===== src/sv/chbf_pkg.sv =====
// Shared types and constants of the HTTP chunked body framer.
// Used by the front, the command queue and the back. No dependencies.
`default_nettype none
package chbf_pkg;

	localparam int LEN_W      = 32;
	localparam int NIB_N      = LEN_W / 4;
	localparam int NDIG_W     = 4;
	localparam int STEP_W     = 4;
	localparam int CMDQ_DEPTH = 2;

	localparam logic [1:0] ACT_OPEN  = 2'd0;
	localparam logic [1:0] ACT_DATA  = 2'd1;
	localparam logic [1:0] ACT_CLOSE = 2'd2;

	localparam logic REG_MODE  = 1'b0;
	localparam logic REG_LIMIT = 1'b1;

	localparam logic [7:0] CH_CR   = 8'h0d;
	localparam logic [7:0] CH_LF   = 8'h0a;
	localparam logic [7:0] CH_ZERO = 8'h30;
	localparam logic [7:0] CH_A    = 8'h61;

	typedef enum logic [1:0] {
		CMD_HEX,
		CMD_DATA,
		CMD_TERM
	} cmd_kind_t;

	typedef struct packed {
		cmd_kind_t          kind;
		logic [LEN_W-1:0]   len;
		logic [NDIG_W-1:0]  ndig;
		logic [7:0]         data;
		logic               crlf;
	} cmd_t;

	function automatic logic [7:0] hex_char(input logic [3:0] d);
		logic [7:0] c;
		if (d < 4'd10) begin
			c = CH_ZERO + {4'd0, d};
		end else begin
			c = CH_A + {4'd0, d} - 8'd10;
		end
		return c;
	endfunction

endpackage
`default_nettype wire


===== src/sv/http_chunked_body_framer_core.sv =====
// Top level of the HTTP chunked body framer.
// Instantiates chbf_front, chbf_cmdq and chbf_back; depends on chbf_pkg.
//
// Takes one word per cycle on push/full as long as the two-entry command
// queue has room, and delivers one link byte per cycle on empty/pop. A
// payload byte yields one link byte, the last byte of a chunk three
// (byte, CR, LF), a chunk open its hex digits plus CR and LF, the
// terminator five; words that produce nothing queue no command. The byte
// expander in the back end sets the sustained rate: full rises when it lags.
// Configuration writes take effect at once and belong to idle periods.
`default_nettype none
module http_chunked_body_framer_core import chbf_pkg::*; #(
	parameter int CHUNK_LEN_BITS = 32
) (
	input  wire logic              clk,
	input  wire logic              arst_n,
	input  wire logic              push,
	output logic                   full,
	input  wire logic [1:0]        action,
	input  wire logic [LEN_W-1:0]  chunk_length,
	input  wire logic [7:0]        data_byte,
	output logic                   empty,
	input  wire logic              pop,
	output logic [7:0]             out_byte,
	output logic                   framing,
	output logic                   last,
	input  wire logic              cfg_we,
	input  wire logic              cfg_index,
	input  wire logic [63:0]       cfg_data
);

	logic cmd_valid;
	cmd_t cmd;
	logic q_valid;
	logic q_rd;
	cmd_t q_cmd;

	chbf_front #(
		.LEN_BITS(CHUNK_LEN_BITS)
	) u_front (
		.clk          (clk),
		.arst_n       (arst_n),
		.push         (push),
		.q_full       (full),
		.action       (action),
		.chunk_length (chunk_length),
		.data_byte    (data_byte),
		.cfg_we       (cfg_we),
		.cfg_index    (cfg_index),
		.cfg_data     (cfg_data),
		.cmd_valid    (cmd_valid),
		.cmd          (cmd)
	);

	chbf_cmdq u_cmdq (
		.clk      (clk),
		.arst_n   (arst_n),
		.wr_en    (cmd_valid),
		.wr_cmd   (cmd),
		.full     (full),
		.rd_valid (q_valid),
		.rd_en    (q_rd),
		.rd_cmd   (q_cmd)
	);

	chbf_back u_back (
		.clk      (clk),
		.arst_n   (arst_n),
		.q_valid  (q_valid),
		.q_cmd    (q_cmd),
		.q_rd     (q_rd),
		.pop      (pop),
		.empty    (empty),
		.out_byte (out_byte),
		.framing  (framing),
		.last     (last)
	);

endmodule
`default_nettype wire


===== src/sv/chbf_front.sv =====
// Front end: configuration registers, body state and item classification.
// Turns each accepted word into at most one command. Depends on chbf_pkg.
`default_nettype none
module chbf_front import chbf_pkg::*; #(
	parameter int LEN_BITS = 32
) (
	input  wire logic              clk,
	input  wire logic              arst_n,
	input  wire logic              push,
	input  wire logic              q_full,
	input  wire logic [1:0]        action,
	input  wire logic [LEN_W-1:0]  chunk_length,
	input  wire logic [7:0]        data_byte,
	input  wire logic              cfg_we,
	input  wire logic              cfg_index,
	input  wire logic [63:0]       cfg_data,
	output logic                   cmd_valid,
	output cmd_t                   cmd
);

	localparam int LW = (LEN_BITS < LEN_W) ? LEN_BITS : LEN_W;

	logic          mode_q;
	logic [63:0]   limit_q;
	logic          in_chunk_q;
	logic [LW-1:0] left_q;
	logic [63:0]   sent_q;
	logic          ended_q;

	logic          in_chunk_d;
	logic [LW-1:0] left_d;
	logic [63:0]   sent_d;
	logic          ended_d;
	logic          acc;
	logic          gen;
	logic [LW-1:0] len;
	logic [LEN_W-1:0] len_x;
	logic [NDIG_W-1:0] ndig;

	assign acc = push && !q_full;
	assign len = chunk_length[LW-1:0];
	assign len_x = LEN_W'(len);

	always_comb begin
		ndig = '0;
		for (int i = 0; i < NIB_N; i++) begin
			if (len_x[4*i +: 4] != 4'd0) begin
				ndig = NDIG_W'(i + 1);
			end
		end
	end

	always_comb begin
		gen        = 1'b0;
		cmd        = '0;
		cmd.kind   = CMD_DATA;
		cmd.data   = data_byte;
		in_chunk_d = in_chunk_q;
		left_d     = left_q;
		sent_d     = sent_q;
		ended_d    = ended_q;
		if (!ended_q) begin
			if (mode_q) begin
				case (action)
					ACT_OPEN: begin
						if (!in_chunk_q) begin
							gen = 1'b1;
							if (len == '0) begin
								cmd.kind = CMD_TERM;
								ended_d  = 1'b1;
							end else begin
								cmd.kind   = CMD_HEX;
								cmd.len    = len_x;
								cmd.ndig   = ndig;
								in_chunk_d = 1'b1;
								left_d     = len;
							end
						end
					end
					ACT_DATA: begin
						if (in_chunk_q) begin
							gen      = 1'b1;
							cmd.crlf = (left_q == LW'(1));
							left_d   = left_q - LW'(1);
							if (left_q == LW'(1)) begin
								in_chunk_d = 1'b0;
							end
						end
					end
					ACT_CLOSE: begin
						if (!in_chunk_q) begin
							gen      = 1'b1;
							cmd.kind = CMD_TERM;
							ended_d  = 1'b1;
						end
					end
					default: ;
				endcase
			end else if (action == ACT_DATA) begin
				if (limit_q == 64'd0) begin
					gen = 1'b1;
				end else if (sent_q < limit_q) begin
					gen    = 1'b1;
					sent_d = sent_q + 64'd1;
				end else begin
					ended_d = 1'b1;
				end
			end
		end
	end

	assign cmd_valid = acc && gen;

	always_ff @(posedge clk or negedge arst_n) begin
		if (!arst_n) begin
			mode_q     <= 1'b0;
			limit_q    <= '0;
			in_chunk_q <= 1'b0;
			left_q     <= '0;
			sent_q     <= '0;
			ended_q    <= 1'b0;
		end else begin
			if (cfg_we) begin
				unique case (cfg_index)
					REG_MODE:  mode_q  <= cfg_data[0];
					REG_LIMIT: limit_q <= cfg_data;
					default: ;
				endcase
			end
			if (acc) begin
				in_chunk_q <= in_chunk_d;
				left_q     <= left_d;
				sent_q     <= sent_d;
				ended_q    <= ended_d;
			end
		end
	end

endmodule
`default_nettype wire


===== src/sv/chbf_cmdq.sv =====
// Short command queue between front and back.
// Depth from chbf_pkg (power of two). Depends on chbf_pkg.
`default_nettype none
module chbf_cmdq import chbf_pkg::*; (
	input  wire logic clk,
	input  wire logic arst_n,
	input  wire logic wr_en,
	input  cmd_t      wr_cmd,
	output logic      full,
	output logic      rd_valid,
	input  wire logic rd_en,
	output cmd_t      rd_cmd
);

	localparam int PW = (CMDQ_DEPTH > 1) ? $clog2(CMDQ_DEPTH) : 1;
	localparam int CW = $clog2(CMDQ_DEPTH + 1);

	cmd_t          mem_q [CMDQ_DEPTH];
	logic [PW-1:0] wptr_q;
	logic [PW-1:0] rptr_q;
	logic [CW-1:0] cnt_q;

	assign full     = (cnt_q == CW'(CMDQ_DEPTH));
	assign rd_valid = (cnt_q != '0);
	assign rd_cmd   = mem_q[rptr_q];

	always_ff @(posedge clk) begin
		if (wr_en) begin
			mem_q[wptr_q] <= wr_cmd;
		end
	end

	always_ff @(posedge clk or negedge arst_n) begin
		if (!arst_n) begin
			wptr_q <= '0;
			rptr_q <= '0;
			cnt_q  <= '0;
		end else begin
			if (wr_en) begin
				wptr_q <= wptr_q + PW'(1);
			end
			if (rd_en) begin
				rptr_q <= rptr_q + PW'(1);
			end
			if (wr_en && !rd_en) begin
				cnt_q <= cnt_q + CW'(1);
			end else if (!wr_en && rd_en) begin
				cnt_q <= cnt_q - CW'(1);
			end
		end
	end

endmodule
`default_nettype wire


===== src/sv/chbf_back.sv =====
// Back end: expands one command into link bytes, one per cycle while
// the output register is free or popped, into that register. Depends on chbf_pkg.
`default_nettype none
module chbf_back import chbf_pkg::*; (
	input  wire logic clk,
	input  wire logic arst_n,
	input  wire logic q_valid,
	input  cmd_t      q_cmd,
	output logic      q_rd,
	input  wire logic pop,
	output logic      empty,
	output logic [7:0] out_byte,
	output logic      framing,
	output logic      last
);

	cmd_t              cur_q;
	logic              cur_valid_q;
	logic [STEP_W-1:0] step_q;
	logic              ovalid_q;

	logic              adv;
	logic              fin;
	logic              load_cur;
	logic [7:0]        nb;
	logic              nm;
	logic [STEP_W-1:0] rem;
	logic [3:0]        nib;

	assign rem = STEP_W'(cur_q.ndig) - step_q - STEP_W'(1);
	assign nib = cur_q.len[4*rem[2:0] +: 4];

	always_comb begin
		nb  = CH_LF;
		nm  = 1'b1;
		fin = 1'b0;
		case (cur_q.kind)
			CMD_HEX: begin
				fin = (step_q == STEP_W'(cur_q.ndig) + STEP_W'(1));
				if (step_q < STEP_W'(cur_q.ndig)) begin
					nb = hex_char(nib);
				end else if (step_q == STEP_W'(cur_q.ndig)) begin
					nb = CH_CR;
				end
			end
			CMD_DATA: begin
				fin = cur_q.crlf ? (step_q == STEP_W'(2)) : (step_q == '0);
				if (step_q == '0) begin
					nb = cur_q.data;
					nm = 1'b0;
				end else if (step_q == STEP_W'(1)) begin
					nb = CH_CR;
				end
			end
			CMD_TERM: begin
				fin = (step_q == STEP_W'(4));
				case (step_q)
					STEP_W'(0): nb = CH_ZERO;
					STEP_W'(1): nb = CH_CR;
					STEP_W'(3): nb = CH_CR;
					default:    nb = CH_LF;
				endcase
			end
			default: fin = 1'b1;
		endcase
	end

	assign adv      = cur_valid_q && (!ovalid_q || pop);
	assign load_cur = !cur_valid_q || (adv && fin);
	assign q_rd     = q_valid && load_cur;
	assign empty    = !ovalid_q;

	always_ff @(posedge clk) begin
		if (q_rd) begin
			cur_q <= q_cmd;
		end
		if (adv) begin
			out_byte <= nb;
			framing  <= nm;
			last     <= fin;
		end
	end

	always_ff @(posedge clk or negedge arst_n) begin
		if (!arst_n) begin
			cur_valid_q <= 1'b0;
			step_q      <= '0;
			ovalid_q    <= 1'b0;
		end else begin
			if (q_rd) begin
				cur_valid_q <= 1'b1;
				step_q      <= '0;
			end else if (adv && fin) begin
				cur_valid_q <= 1'b0;
			end else if (adv) begin
				step_q <= step_q + STEP_W'(1);
			end
			if (adv) begin
				ovalid_q <= 1'b1;
			end else if (pop) begin
				ovalid_q <= 1'b0;
			end
		end
	end

endmodule
`default_nettype wire


===== config.mk =====
export PLATFORM = sky130hd
export DESIGN_NAME = http_chunked_body_framer_core
export DESIGN_NICKNAME = d
export VERILOG_FILES = /design/src/sv/chbf_pkg.sv /design/src/sv/http_chunked_body_framer_core.sv /design/src/sv/chbf_front.sv /design/src/sv/chbf_cmdq.sv /design/src/sv/chbf_back.sv
export SDC_FILE = /design/constraint.sdc
export NUM_CORES = 1
export LEC_CHECK = 0
export BUFFER_PORTS_ARGS = -buffer_cell sky130_fd_sc_hd__buf_2
export CORE_ASPECT_RATIO = 1.5
export CORE_UTILIZATION = 28
export CTS_CLUSTER_SIZE = 40
export DETAILED_ROUTE_END_ITERATION = 8
export PLACE_DENSITY_LB_ADDON = 0.25
export RECOVER_POWER = 50
export SLEW_MARGIN = 0
export SYNTH_ARGS = -nofsm -noshare
export SYNTH_HDL_FRONTEND = slang
export SYNTH_SLANG_ARGS = --single-unit

===== constraint.sdc =====
create_clock -name clk -period 14.7 [get_ports clk]
set_clock_uncertainty 0.2 [all_clocks]
set_input_delay 4.41 -clock clk [delete_from_list [all_inputs] [get_ports clk]]
set_output_delay 4.41 -clock clk [all_outputs]
set_load 0.01 [all_outputs]

Word level (Yosys, flattened, before mapping)
Memory sizes are Yosys's and may differ from the RTL's. A register that Yosys moved wholly into a read port is not among the register bits.
Index checks and enable logic that the tools add are counted.
{"block": "op_classes", "reduce_logical": 41, "eq_ne": 16, "n_lt_le_gt_ge": 3, "bitwise_logic": 4, "add_sub_neg": 13, "n_shift": 1, "mux": 66}
{"cell": "$mux W38", "count": 3}
{"cell": "$mux W32", "count": 3}
{"cell": "$mux W36", "count": 2}
{"cell": "$add A64 B1 Y64 const B", "count": 1}
{"cell": "$logic_not A64 Y1", "count": 1}
{"cell": "$lt A64 B64 Y1", "count": 1}
{"cell": "$pmux W32 S2", "count": 1}
{"cell": "$mux W4", "count": 10}
{"cell": "$eq A32 B1 Y1 const B", "count": 1}
{"cell": "$logic_not A32 Y1", "count": 1}
{"cell": "$reduce_bool A4 Y1", "count": 8}
{"cell": "$shiftx A32 B6 Y4", "count": 1}
{"cell": "$sub A32 B1 Y32 const B", "count": 1}
{"cell": "$mux W1", "count": 31}
{"cell": "$mux W8", "count": 3}
{"cell": "$pmux W8 S3", "count": 1}
{"cell": "$pmux W6 S2", "count": 1}
{"cell": "$reduce_bool A2 Y1", "count": 6}
{"cell": "$add A4 B1 Y4 const B", "count": 2}
{"cell": "$add A7 B4 Y8 const A", "count": 1}
{"cell": "$eq A4 B2 Y1 const B", "count": 2}
{"cell": "$eq A4 B4 Y1", "count": 2}
{"cell": "$mux W2", "count": 4}
{"cell": "$sub A8 B4 Y8 const B", "count": 1}
{"cell": "29 further kinds", "count": 56}
{"block": "totals", "memories": 1, "mem_bits_rw": 94, "register_bits": 183}
{"name": "u_cmdq.mem_q", "words": 2, "width": 47, "rd": 1, "rd_clocked_by_memory_dff": 1, "write_ports": 1, "line_no": "chbf_cmdq.sv:18", "text": "cmd_t mem_q [CMDQ_DEPTH];"}

Longest topological paths before layout
Gate-level depths: netlist of the first run.
{"block": "logic_depth", "depth_word": 14, "mapped_depth": 13, "ltp_nobuf": 13}

By module
A second synthesis of the first run with hierarchy kept.
{"block": "unflattened", "hier_cells": 1457, "hier_area_um2": 16862.4}
{"module": "chbf_front", "seq_area_each_um2": 4078.9, "area_each_um2": 10105.9, "cells_per_inst": 1067, "instances": 1}
{"module": "chbf_cmdq", "seq_area_each_um2": 2922.8, "area_each_um2": 3659.8, "cells_per_inst": 162, "instances": 1}
{"module": "chbf_back", "seq_area_each_um2": 1861.8, "area_each_um2": 3096.7, "cells_per_inst": 228, "instances": 1}

Worst setup path after synthesis of the first run
Ideal clock, no wire load.
{"block": "synth_timing", "path_type": "input-to-reg", "from": "input action[1]", "to": "memory u_cmdq.mem_q[1][0] (netlist bit) (enable)", "setup_time_ps": 517, "path_stages": 4, "path_buffers": 0, "t_arrival_ps": 8368, "path_slack_ps": 5616, "cell_sequence": "nand2b_1 > nor4_1 > nand2_1 > o21ai_0"}
{"block": "synth_via", "elab_chain_cells": 8, "word_cells_on_any_way": 11, "cone_classes": "eq/ne (2); mux (6); reduce/logical (3)"}
{"item": "start, declared", "line_no": "http_chunked_body_framer_core.sv:19", "text": "input wire logic [1:0] action,"}
{"item": "$eq A2 B2 Y1 / $logic_not A2 Y1 (equally long branches)", "line_no": "chbf_front.sv:64", "text": "case (action)"}
{"item": "$reduce_or A2 Y1 (no source line)"}
{"item": "$pmux W1 S2", "line_no": "chbf_front.sv:64"}
{"item": "$mux W1 *", "line_no": "chbf_front.sv:63", "text": "if (mode_q) begin"}
{"item": "$mux W1 *", "line_no": "chbf_front.sv:62", "text": "if (!ended_q) begin"}
{"item": "$logic_and A1 B1 Y1 *", "line_no": "chbf_front.sv:112", "text": "assign cmd_valid = acc && gen;"}
{"item": "$mux W1 *", "line_no": "chbf_cmdq.sv:28", "text": "if (wr_en) begin"}
{"item": "$mux W1 (implied by the code) *", "line_no": "chbf_cmdq.sv:29", "text": "mem_q[wptr_q] <= wr_cmd;"}
{"item": "end, declared", "line_no": "chbf_cmdq.sv:18"}
Mark *: on every way between the ends. The rest lies on a longest branch, timed or not.

==> out/qor.json, run 1 <==
{
  "post-route-util_pct": 33.32,
  "clock-root-buffer": "clkbuf_16",
  "worstHoldPathType": "reg -> reg",
  "first_global_vias": 12006,
  "post_drt_wl_per_cell_um": 18.46,
  "max-cap-violations": 4,
  "postSynthRegisterBits": 324,
  "worst_hold_path.num_cells": 1,
  "worst_pin_slew_ns": 3.369,
  "overflow": 0,
  "dp.final_hpwl_mm": 30.82,
  "critPathKind": "in -> async",
  "synth_enable_flop_cells": 151,
  "syn_area_mm2": 0.01654,
  "achievable-frequency_mhz": 106.7,
  "post_synth_num_cell_types": 73,
  "layout.cell_area.non_filler_mm2": 0.01936,
  "cts_hold_repair.buffers": 0,
  "report.final.slew_viol_count": 225,
  "slew-limit-headroom_pct": -124.6,
  "irDropWorstVdd_uv": 78.50,
  "final_layout_size_suffix_gt1_share_pct": 21.01,
  "setup_tns_ns": 0,
  "cts_post_setup_buffers_inserted": 0,
  "crit_buf_inv": 2,
  "placedInstanceArea_mm2": 0.01802,
  "grt_util_all_layers_pct": 14.53,
  "synthFlopType": "dfrtp_1",
  "r2r.worst_path.cells": 10,
  "wl_mm": 43.40,
  "list_of_cells_traversed_by_the_critical_path": "clkbuf_1, clkbuf_1",
  "synthCells": 1438,
  "synth.yosys.seq_area_share_pct": 53.58,
  "timing.critical_path.to_type": "asynchronous set/reset pin",
  "synthTopCellsByArea": "edfxtp_1 27%, dfrtp_1 26%, mux2_2 7.8%",
  "fin_crit_sh_pct": 63.77,
  "critPathSlowestCell": "clkbuf_1",
  "slowest_delay_ns": 2.50,
  "dieWidth_um": 200.5,
  "clock_sink_count": 324,
  "design.die.area_mm2": 0.06008,
  "pin_count_of_the_biggest_net_entering_global_routing": 67,
  "io_buffer_count": 123,
  "synth.avg_cell_area_um2": 11.50,
  "cts_tree": "built",
  "number_of_standard_cell_rows_in_the_floorplan": 108,
  "worst_skew_pair.late_latency_ns": 0.58,
  "leakage_power_nw": 8.145,
  "cts_buffers": 37,
  "synthToLayoutAreaGrowth_pct": 17.05,
  "grt_setup_unrepaired": "false",
  "grt_antenna_before_repair": 4,
  "powerDensity_mw_per_mm2": 159.0,
  "yosysTopAreaCell": "edfxtp_1",
  "cts_htree_levels": 2,
  "num-nets-final": 1745,
  "drt_iter0_drc": 555,
  "run_status": "finished with violations",
  "mappedNetlistNets": 1630,
  "worstSetupPathDepth": 2,
  "worstPathRequired_ns": 14.40,
  "worst_setup_path_start_kind": "input port",
  "via_count": 11563,
  "path_clk_slew_ns": 0.06,
  "gp_congestion": 0.8294,
  "detail_route.drc_violations": 0,
  "finalHoldViolCount": 0,
  "final_worst_path_period_need_ns": 9.374,
  "pin_count": 124,
  "violations": "capacitance limit, slew limit",
  "effective_utilization_at_floorplan_pct": 28.47,
  "synth_warnings": 0,
  "grt_first_pass_wirelength_mm": 68.11,
  "avgViaCountPerCell": 4.918,
  "crit_path_leading_delay_family": "buffers and inverters",
  "setup_violating_endpoint_count_in_the_final_report": 0,
  "timing.critical_path.fanout_max": 60,
  "ctsResizeCount": 0,
  "placeableCoreArea_mm2": 0.05811,
  "fill_cells": 5806,
  "die-height_um": 299.7,
  "synth-async-reset-ratio_pct": 53.40,
  "detailedRoute.firstPassIterationCount": 5,
  "critical-path-top-cell-by-count": "clkbuf_1",
  "crit_arrival_ns": 9.07,
  "synth.top_cell.area_share_pct": 27.41,
  "clock_tree.buffer_depth": 3,
  "drt.antenna.violating_nets": 0
}
-- metal layers --
| layer | routed length, um | vias to the layer above | global-route usage (%) |
|---|---|---|---|
| li1 | - | 5556 | - |
| met1 | 17420 | 5652 | 16.43 |
| met2 | 22590 | 255 | 26.55 |
| met3 | 1528 | 98 | 2.200 |
| met4 | 1844 | 2 | 7.179 |
| met5 | 13 | - | 0 |
-- state kept, by name, indices dropped and copies added (netlist names) --
name                count
u_back.out_byte         8
u_front.sent_q         64
u_front.left_q         32
u_back.last             1
u_cmdq.mem_q           94
u_back.ovalid_q         1
u_front.limit_q        64
u_back.cur_q           47
u_back.cur_valid_q      1
u_cmdq.cnt_q            2
u_cmdq.wptr_q           1
u_back.framing          1
u_front.in_chunk_q      1
u_back.step_q           4
u_front.mode_q          1
u_cmdq.rptr_q           1
u_front.ended_q         1
-- cell type report --
| class | count | area [um2] | share of cell area [%] |
|---|---|---|---|
| sequential | 324 | 8865 | 45.78 |
| clock buffer | 44 | 982.2 | 5.072 |
| tap | 770 | 963.4 | 4.975 |
| timing repair buffer | 138 | 710.7 | 3.670 |
| clock inverter | 22 | 396.6 | 2.048 |
| multi-input combinational | 965 | 7117 | 36.75 |
| inverter | 87 | 326.6 | 1.686 |
| antenna | 1 | 2.502 | 0.01292 |
-- cell families (layout without fill, tap and decap cells) --
kind of cell	after synthesis	in the layout	synth area share (%)
other	0	1	0
XOR/XNOR	74	74	3.918
AND/OR/NAND/NOR	481	481	15.89
AO/OA/AOI/OAI	203	203	7.715
flip-flops	324	324	53.58
adder cells (fa/ha/maj)	80	80	6.096
buffers and inverters	149	291	3.653
multiplexers	127	127	9.151
-- placed cells by master, fill, tap and decap left out, drive strengths merged, types with 23 or more instances in the layout --
master / n
edfxtp: 151
mux2: 114
and2: 38
a21oi: 75
nor2: 60
nor3: 80
ha: 79
buf: 128
inv: 88
clkbuf: 54
dfrtp: 173
nand4: 57
nand2: 68
o21ai: 56
nand3: 49
and3: 23
xor2: 68
nor4: 46
-- cells in the mapped netlist (5+ instances only) --
master and n:
or3_1 11, nand2b_1 8, nor4_1 46, and3_1 23, edfxtp_1 151, buf_1 8
mux2i_1 5, nand3_1 49, a21oi_1 74, mux4_2 8, xnor2_1 6, and4_1 8
nand4_1 57, a22oi_1 8, o21ai_0 41, nand2_1 68, nor2_1 60, a21o_1 5
o22ai_1 5, dfrtp_1 173, and2_1 38, or4_1 11, inv_1 87, o21ai_1 12
nor3_1 77, clkbuf_1 38, mux2_2 114, o22a_1 6, nor2b_1 5, buf_2 12
ha_1 79, xor2_1 68
-- power breakdown --
part           switching [mW]  total, mW  internal [mW]  leakage [nW]
clock network           0.401       1.04          0.642         0.658
registers               0.125       1.26           1.14          3.57
logic                   0.436      0.771          0.336          3.92
-- final timing paths --
| path | start | endpoint | slack, ns |
|---|---|---|---|
| worst max-delay path | arst_n | u_front.sent_q[21]$_DFFE_PN0P_ | 5.33 |
| worst min-delay path | u_front.sent_q[48]$_DFFE_PN0P_ | u_front.sent_q[48]$_DFFE_PN0P_ | 0.30 |
| worst max register to register | u_front.limit_q[61]$_DFFE_PN0P_ | u_front.sent_q[1]$_DFFE_PN0P_ | 10.49 |
| worst min register to register | u_front.sent_q[48]$_DFFE_PN0P_ | u_front.sent_q[48]$_DFFE_PN0P_ | 0.30 |
| max in group clk | action[0] | u_front.sent_q[1]$_DFFE_PN0P_ | 7.77 |
| min in group asynchronous | arst_n | u_front.left_q[9]$_DFFE_PN0P_ | 4.61 |
-- through the flow --
step | setup slack [ns] | hold slack (ns) | power [mW] | std cells
6_report | 5.326 | 0.2987 | 3.078 | 2351
5_1_grt | 4.183 | 0.3197 | 3.258 | 2350
4_1_cts | 7.822 | 0.3016 | 3.128 | 2350
3_5_place_dp | 7.223 | 0.2859 | 2.065 | 2284
3_3_place_gp | 7.312 | 0.2668 | 2.041 | 2284
2_1_floorplan | 5.616 | 0.2480 | 1.804 | 1438
Power figures use the tool's default switching activity.
==> inputs of run 2 (changes only) <==
- clock period: 14.7 -> 8.7 ns (I/O delays scaled with it)
==> run 2 against run 1 <==
  * The run still ends with capacitance limit, slew limit left
  * Global-route usage is 0.060 points lower
  * Sequential share of layout area is 0.37 points higher
  * Combinational power is 70% higher
  * Largest cell class unchanged
  * Count of clock-buffer cells in the layout is 5 higher
  * Total power is 63% higher
  * First-iteration DRC count is 11% higher
  * Wire length is 0.51% lower
  * Critical path depth is 8 higher
  * Clock power is 52% higher
  * Worst hold slack worse by 0.011 ns
==> out/qor.json, run 2 (synthesis results as in run 1) <==
{
  "drt_iter0_drc": {"value": 616, "change": "+11%"},
  "worst_pin_slew": {"value": 2.949, "unit": "ns", "change": "-0.4209 ns"},
  "fill_cells": {"value": 5860, "change": "+0.93%"},
  "critPathSlowestCell": "clkbuf_1",
  "design.die.area": {"value": 0.06008, "unit": "mm2", "change": "unchanged"},
  "wl_met2": {"value": 22.41, "unit": "mm", "change": "-0.82%"},
  "num-nets-final": {"value": 1745, "change": "unchanged"},
  "clock_tree.buffer_depth": {"value": 3, "change": "unchanged"},
  "final_layout_size_suffix_gt1_share": {"value": 20.84, "unit": "%", "change": "-0.18 points"},
  "finalHoldViolCount": {"value": 0, "change": "unchanged"},
  "placeableCoreArea": {"value": 0.05811, "unit": "mm2", "change": "unchanged"},
  "fin_crit_sh_pct": 65.32,
  "metal1_wirelength": {"value": 17.31, "unit": "mm", "change": "-0.63%"},
  "cts_tree": "built",
  "reg_with_most_ffs": "u_cmdq.mem_q",
  "violations": "capacitance limit, slew limit",
  "critPathKind": "in -> reg",
  "max-cap-violations": {"value": 3, "change": "-1"},
  "clock_sink_count": {"value": 324, "change": "unchanged"},
  "post_drt_wl_per_cell": {"value": 18.38, "unit": "um", "change": "-0.42%"},
  "cts_post_setup_buffers_inserted": {"value": 0, "change": "unchanged"},
  "leakage_power": {"value": 8.043, "unit": "nW", "change": "-1.2%"},
  "die-height": {"value": 299.7, "unit": "um", "change": "unchanged"},
  "wl_met3": {"value": 1.434, "unit": "mm", "change": "-6.2%"},
  "via_count": {"value": 11557, "change": "-0.052%"},
  "wl": {"value": 43.18, "unit": "mm", "change": "-0.51%"},
  "detailedRoute.firstPassIterationCount": {"value": 5, "change": "unchanged"},
  "first_global_vias": {"value": 12003, "change": "-0.025%"},
  "synthToLayoutAreaGrowth_pct": 16.10,
  "timing.critical_path.fanout_max": {"value": 47, "change": "-22%"},
  "dp.final_hpwl": {"value": 30.65, "unit": "mm", "change": "-0.54%"},
  "largest_register_ff_count": {"value": 94, "change": "unchanged"},
  "io_buffer_count": {"value": 123, "change": "unchanged"},
  "r2r.worst_path.cells": {"value": 13, "change": "+3"},
  "list_of_cells_traversed_by_the_critical_path": "clkbuf_1, nor2_1, a21oi_1, o22a_1, clkbuf_1, inv_1, ha_1, xor2_1, nor2_1, xor2_1",
  "worst_case_hold_slack": {"value": 0.2877, "unit": "ns", "change": "-0.01107 ns"},
  "worst_hold_startpoint": "u_front.sent_q[63]$_DFFE_PN0P_",
  "regArea": {"value": 0.008865, "unit": "mm2", "change": "unchanged"},
  "antenna_cells": {"value": 0, "change": "-1"},
  "final_cell_mix": "172 x dfrtp_1, 151 x edfxtp_1, 115 x buf_2",
  "setup_violating_endpoint_count_in_the_final_report": {"value": 0, "change": "unchanged"},
  "numPlacedInstances": {"value": 2284, "change": "unchanged"},
  "number_of_standard_cell_rows_in_the_floorplan": {"value": 108, "change": "unchanged"},
  "grt_first_pass_wirelength": {"value": 67.70, "unit": "mm", "change": "-0.60%"},
  "slew-limit-headroom": {"value": -96.57, "unit": "%", "change": "+28 points"},
  "post-route-util": {"value": 33.06, "unit": "%", "change": "-0.27 points"},
  "multi_input_comb_area": {"value": 0.007117, "unit": "mm2", "change": "unchanged"},
  "final-instance-count-excl-fill": {"value": 2349, "change": "-0.085%"},
  "final_worst_path_period_need_ns": 5.683,
  "grt_setup_unrepaired": "false",
  "crit_arrival": {"value": 5.94, "unit": "ns", "change": "-3.13 ns"},
  "grt_antenna_before_repair": {"value": 4, "change": "unchanged"},
  "clock-root-buffer": "clkbuf_16",
  "powerDensity": {"value": 261.8, "unit": "mW/mm2", "change": "+65%"},
  "cts_htree_levels": {"value": 2, "change": "unchanged"},
  "worst_setup_path_start_kind": "input port",
  "detail_route.drc_violations": {"value": 0, "change": "unchanged"},
  "cts_hold_repair.buffers": {"value": 0, "change": "unchanged"},
  "preCtsSetupSlack": {"value": 3.018, "unit": "ns", "change": "-4.206 ns"},
  "overflow": {"value": 0, "change": "unchanged"},
  "worstHoldPathType": "reg -> reg",
  "ctsResizeCount": {"value": 0, "change": "unchanged"},
  "run_status": "finished with violations",
  "report.final.slew_viol_count": {"value": 162, "change": "-28%"},
  "path_clk_slew": {"value": 0.06, "unit": "ns", "change": "about the same"},
  "top_signal_layer_used": "met5",
  "timing.critical_path.to_type": "flip-flop",
  "setup_tns": {"value": 0, "unit": "ns", "change": "unchanged"},
  "final_common_cell": "dfrtp_1",
  "avgViaCountPerCell": {"value": 4.920, "change": "about the same"},
  "effective_utilization_at_floorplan": {"value": 28.47, "unit": "%", "change": "unchanged"},
  "pin_count": {"value": 124, "change": "unchanged"},
  "drt.antenna.violating_nets": {"value": 0, "change": "unchanged"},
  "worst_skew_pair.late_latency": {"value": 0.56, "unit": "ns", "change": "-0.02 ns"},
  "worstPathRequired": {"value": 8.96, "unit": "ns", "change": "-5.44 ns"},
  "gp_congestion": {"value": 0.8274, "change": "-0.24%"},
  "cts_buffers": {"value": 37, "change": "unchanged"},
  "dieWidth": {"value": 200.5, "unit": "um", "change": "unchanged"},
  "grt_util_all_layers": {"value": 14.47, "unit": "%", "change": "-0.060 points"},
  "worst_r2r_startpoint": "u_back.cur_q[9]$_DFFE_PP_",
  "worst_hold_path.num_cells": {"value": 1, "change": "unchanged"},
  "biggest_regs": "u_cmdq.mem_q x94, u_front.limit_q x64, u_front.sent_q x64",
  "postLayoutSetupSlackWorst": {"value": 3.017, "unit": "ns", "change": "-2.309 ns"},
  "achievable-frequency_mhz": 176.0,
  "irDropWorstVdd": {"value": 136.3, "unit": "uV", "change": "+74%"},
  "startpoint": "pop",
  "slowest_delay": {"value": 1.79, "unit": "ns", "change": "-0.71 ns"},
  "pin_count_of_the_biggest_net_entering_global_routing": {"value": 87, "change": "+30%"}
}
==> run 2: path summary, 6_finish.rpt <==
path | slack (ns) | end
worst min register to register | 0.29 | u_front.sent_q[63]$_DFFE_PN0P_
min in group asynchronous | 1.89 | u_front.left_q[5]$_DFFE_PN0P_
worst min-delay path | 0.29 | u_front.sent_q[63]$_DFFE_PN0P_
worst max register to register | 3.56 | u_cmdq.cnt_q[1]$_DFFE_PN0P_
max in group asynchronous | 4.71 | u_front.limit_q[22]$_DFFE_PN0P_
worst max-delay path | 3.02 | u_cmdq.cnt_q[1]$_DFFE_PN0P_
==> run 2: stage by stage <==
step	power, mW	instance area, um2
6_report	5.029	19210
5_1_grt	5.347	19210
4_1_cts	5.113	19240
3_5_place_dp	3.493	18020
3_3_place_gp	3.451	18020
2_1_floorplan	3.049	16540
==> run 2: layout make-up <==
cell class	count	area share, %
Clock inverter	16	1.049
Timing Repair Buffer	138	3.713
Multi-Input combinational cell	965	37.05
Clock buffer	49	5.316
Inverter	87	1.700
Tap cell	770	5.016
Sequential cell	324	46.15
==> run 2: worst max-delay path: cells and delay by family <==
| kind | cells | cell delay (ns) |
|---|---|---|
| buf+inv | 3 | 2.04 |
| compound gates | 2 | 0.52 |
| xor+xnor | 2 | 0.29 |
| fa+ha+maj | 1 | 0.29 |
| simple gates | 2 | 0.18 |
==> run 2: power by group <==
group	switching [mW]	leakage [nW]	internal (mW)
combinational	0.740	3.88	0.567
sequential	0.212	3.57	1.93
clock	0.657	0.593	0.923
==> run 2: routing by layer <==
metal | vias to the layer above | track usage, %
met2 | 234 | 26.26
met1 | 5664 | 16.56
li1 | 5567 | -
met3 | 90 | 2.081
met4 | 2 | 7.179
met5 | - | 0
==> inputs of run 3 (changes only) <==
- clock period: 8.7 -> 5.75 ns (I/O delays scaled with it)
==> run 3 against run 2 <==
  * The flow still finishes with violations (capacitance limit, slew limit)
  * Worst hold slack got worse by 0.0029 ns
  * Non-clock buffer count fell by 1
  * Design area barely moved
  * Sequential cell count did not move
  * Clock power rose by 53%
  * Total power rose by 51%
  * Register-to-register slack got worse by 2.3 ns
  * Critical path depth did not move
  * Core utilization barely moved
  * First-iteration DRC count fell by 9.6%
  * Global-route usage barely moved
  * Die area did not move
  * Highest routed layer unchanged
==> out/qor.json, run 3 (synthesis results as in run 1) <==
{
  "number_of_standard_cell_rows_in_the_floorplan": {"value": 108, "change": "unchanged"},
  "cts_tree": "built",
  "die-height": {"value": 299.7, "unit": "um", "change": "unchanged"},
  "worst_skew_pair.late_latency": {"value": 0.56, "unit": "ns", "change": "about the same"},
  "post_drt_wl_per_cell": {"value": 18.30, "unit": "um", "change": "-0.42%"},
  "cts_htree_levels": {"value": 2, "change": "unchanged"},
  "max-cap-violations": {"value": 3, "change": "unchanged"},
  "multi_input_comb_area": {"value": 0.007114, "unit": "mm2", "change": "about the same"},
  "slew-limit-headroom": {"value": -92.46, "unit": "%", "change": "+4.1 points"},
  "worstPathRequired": {"value": 5.96, "unit": "ns", "change": "-3.00 ns"},
  "timing.critical_path.to_type": "flip-flop",
  "detail_route.drc_violations": {"value": 0, "change": "unchanged"},
  "powerDensity": {"value": 396.3, "unit": "mW/mm2", "change": "+51%"},
  "slowest_delay": {"value": 0.87, "unit": "ns", "change": "-0.92 ns"},
  "layout.cell_area.non_filler": {"value": 0.01919, "unit": "mm2", "change": "about the same"},
  "largest_register_ff_count": {"value": 94, "change": "unchanged"},
  "grt.met3_usage": {"value": 2.114, "unit": "%", "change": "+0.033 points"},
  "violations": "capacitance limit, slew limit",
  "setup_violating_endpoint_count_in_the_final_report": {"value": 0, "change": "unchanged"},
  "worst_pin_slew": {"value": 2.880, "unit": "ns", "change": "-0.06860 ns"},
  "pin_count_of_the_biggest_net_entering_global_routing": {"value": 92, "change": "+5.7%"},
  "design.die.area": {"value": 0.06008, "unit": "mm2", "change": "unchanged"},
  "gp_congestion": {"value": 0.8307, "change": "+0.40%"},
  "grt_antenna_before_repair": {"value": 3, "change": "-1"},
  "effective_utilization_at_floorplan": {"value": 28.47, "unit": "%", "change": "unchanged"},
  "startpoint": "u_front.limit_q[60]$_DFFE_PN0P_",
  "list_of_cells_traversed_by_the_critical_path": "inv_1, ha_1, nand4_1, nor4_1, inv_1, o32ai_1, or4_2, buf_4, nor3_1, xor2_1",
  "overflow": {"value": 0, "change": "unchanged"},
  "antenna_cells": {"value": 0, "change": "unchanged"},
  "fill_cells": {"value": 5910, "change": "+0.85%"},
  "post-route-util": {"value": 33.03, "unit": "%", "change": "about the same"},
  "critPathSlowestCell": "nor4_1",
  "grt_first_pass_wirelength": {"value": 68.41, "unit": "mm", "change": "+1.0%"},
  "synthToLayoutAreaGrowth": {"value": 16.02, "unit": "%", "change": "about the same"},
  "drt_iter0_drc": {"value": 557, "change": "-9.6%"},
  "global_route.usage.met1": {"value": 16.84, "unit": "%", "change": "+0.28 points"},
  "worst_setup_path_start_kind": "flip-flop",
  "final_common_cell": "dfrtp_1",
  "regArea": {"value": 0.008864, "unit": "mm2", "change": "about the same"},
  "achievable-frequency_mhz": 223.4,
  "placeableCoreArea": {"value": 0.05811, "unit": "mm2", "change": "unchanged"},
  "biggest_regs": "u_cmdq.mem_q x94, u_front.limit_q x64, u_front.sent_q x64",
  "final_cell_mix": "173 x dfrtp_1, 151 x edfxtp_1, 111 x buf_2",
  "numPlacedInstances": {"value": 2283, "change": "-0.044%"},
  "fin_crit_sh_pct": 77.83,
  "grt_util_all_layers": {"value": 14.48, "unit": "%", "change": "about the same"},
  "grt.busiest_layer": "met2",
  "clock_tree.buffer_depth": {"value": 3, "change": "unchanged"},
  "grt_setup_unrepaired": "false",
  "critPathKind": "reg -> reg",
  "clock-root-buffer": "clkbuf_16",
  "dp.final_hpwl": {"value": 30.84, "unit": "mm", "change": "+0.62%"},
  "worst_hold_startpoint": "u_front.sent_q[63]$_DFFE_PN0P_",
  "avgViaCountPerCell": {"value": 4.939, "change": "+0.38%"},
  "crit_arrival": {"value": 4.68, "unit": "ns", "change": "-1.26 ns"},
  "dieWidth": {"value": 200.5, "unit": "um", "change": "unchanged"},
  "final_layout_size_suffix_gt1_share": {"value": 20.48, "unit": "%", "change": "-0.35 points"},
  "via_count": {"value": 11591, "change": "+0.29%"},
  "run_status": "finished with violations",
  "io_buffer_count": {"value": 123, "change": "unchanged"},
  "final_worst_path_period_need_ns": 4.475,
  "clock_sink_count": {"value": 324, "change": "unchanged"},
  "wl": {"value": 42.96, "unit": "mm", "change": "-0.50%"},
  "ctsResizeCount": {"value": 0, "change": "unchanged"},
  "reg_with_most_ffs": "u_cmdq.mem_q",
  "detailedRoute.firstPassIterationCount": {"value": 5, "change": "unchanged"},
  "report.final.slew_viol_count": {"value": 198, "change": "+22%"},
  "irDropWorstVdd": {"value": 206.6, "unit": "uV", "change": "+52%"},
  "cts_hold_repair.buffers": {"value": 0, "change": "unchanged"},
  "cts_buffers": {"value": 36, "change": "-2.7%"},
  "grt_util_met2": {"value": 26.65, "unit": "%", "change": "+0.39 points"},
  "leakage_power": {"value": 8.046, "unit": "nW", "change": "about the same"},
  "worst_r2r_startpoint": "u_front.limit_q[60]$_DFFE_PN0P_",
  "critical-path-top-cell-by-count": "inv_1",
  "worstHoldPathType": "reg -> reg",
  "cts_post_setup_buffers_inserted": {"value": 0, "change": "unchanged"},
  "first_global_vias": {"value": 11879, "change": "-1.0%"},
  "path_clk_slew": {"value": 0.06, "unit": "ns", "change": "about the same"},
  "final-instance-count-excl-fill": {"value": 2347, "change": "-0.085%"},
  "pin_count": {"value": 124, "change": "unchanged"},
  "placedInstanceArea": {"value": 0.01802, "unit": "mm2", "change": "about the same"},
  "num-nets-final": {"value": 1743, "change": "-0.11%"},
  "setup_tns": {"value": 0, "unit": "ns", "change": "unchanged"},
  "timing.critical_path.fanout_max": {"value": 44, "change": "-6.4%"},
  "finalHoldViolCount": {"value": 0, "change": "unchanged"},
  "drt.antenna.violating_nets": {"value": 0, "change": "unchanged"}
}
[run 3: area by class of cell]
| type | instances | share of cell area [%] |
|---|---|---|
| timing repair buffer | 137 | 3.709 |
| sequential | 324 | 46.18 |
| inverter | 87 | 1.701 |
| clock inverter | 22 | 1.356 |
| tap | 770 | 5.020 |
| clock buffer | 42 | 4.967 |
| multi-input combinational | 965 | 37.07 |
[run 3: report_power, final]
part / total [mW] / leakage, nW / switching, mW / internal, mW
clock: 2.41 / 0.589 / 0.994 / 1.42
sequential: 3.25 / 3.57 / 0.336 / 2.91
combinational: 1.95 / 3.89 / 1.10 / 0.850
total: 7.61 / 8.05 / 2.43 / 5.18
[run 3: path summary, 6_finish.rpt]
check,slack (ns),depth (start not counted),to
setup reg to reg,1.27,10,u_front.sent_q[27]$_DFFE_PN0P_
min in group asynchronous,1.73,1,u_front.left_q[10]$_DFFE_PN0P_
hold / removal,0.28,1,u_front.sent_q[63]$_DFFE_PN0P_
hold reg to reg,0.28,1,u_front.sent_q[63]$_DFFE_PN0P_
max in group asynchronous,2.09,1,u_back.ovalid_q$_DFFE_PN0P_
setup / recovery,1.27,10,u_front.sent_q[27]$_DFFE_PN0P_
[run 3: metrics by stage]
step | total power [mW] | worst slack [ns] | hold WS (ns)
6_report | 7.607 | 1.275 | 0.2847
5_1_grt | 8.065 | 1.033 | 0.3142
4_1_cts | 7.736 | 1.301 | 0.2884
3_5_place_dp | 5.269 | 0.9817 | 0.2745
3_3_place_gp | 5.217 | 0.9951 | 0.2763
2_1_floorplan | 4.612 | 0.3324 | 0.2480
[run 3: per-layer routing]
| metal | up-vias | wire length, um | share of wire [%] |
|---|---|---|---|
| met5 | - | 13 | 0.030 |
| met3 | 77 | 1397 | 3.3 |
| li1 | 5574 | - | - |
| met2 | 224 | 22650 | 53 |
| met1 | 5714 | 17460 | 41 |
| met4 | 2 | 1440 | 3.4 |
[run 3: critical path, delay by kind of cell, from the launching register on]
| kind | cells | cell delay, ns |
|---|---|---|
| adder cells (fa/ha/maj) | 1 | 0.31 |
| AND/OR/NAND/NOR | 4 | 1.96 |
| AO/OA/AOI/OAI | 1 | 0.65 |
| buffers and inverters | 3 | 0.55 |
| flip-flops | 1 | 0.45 |
| XOR/XNOR | 1 | 0.18 |
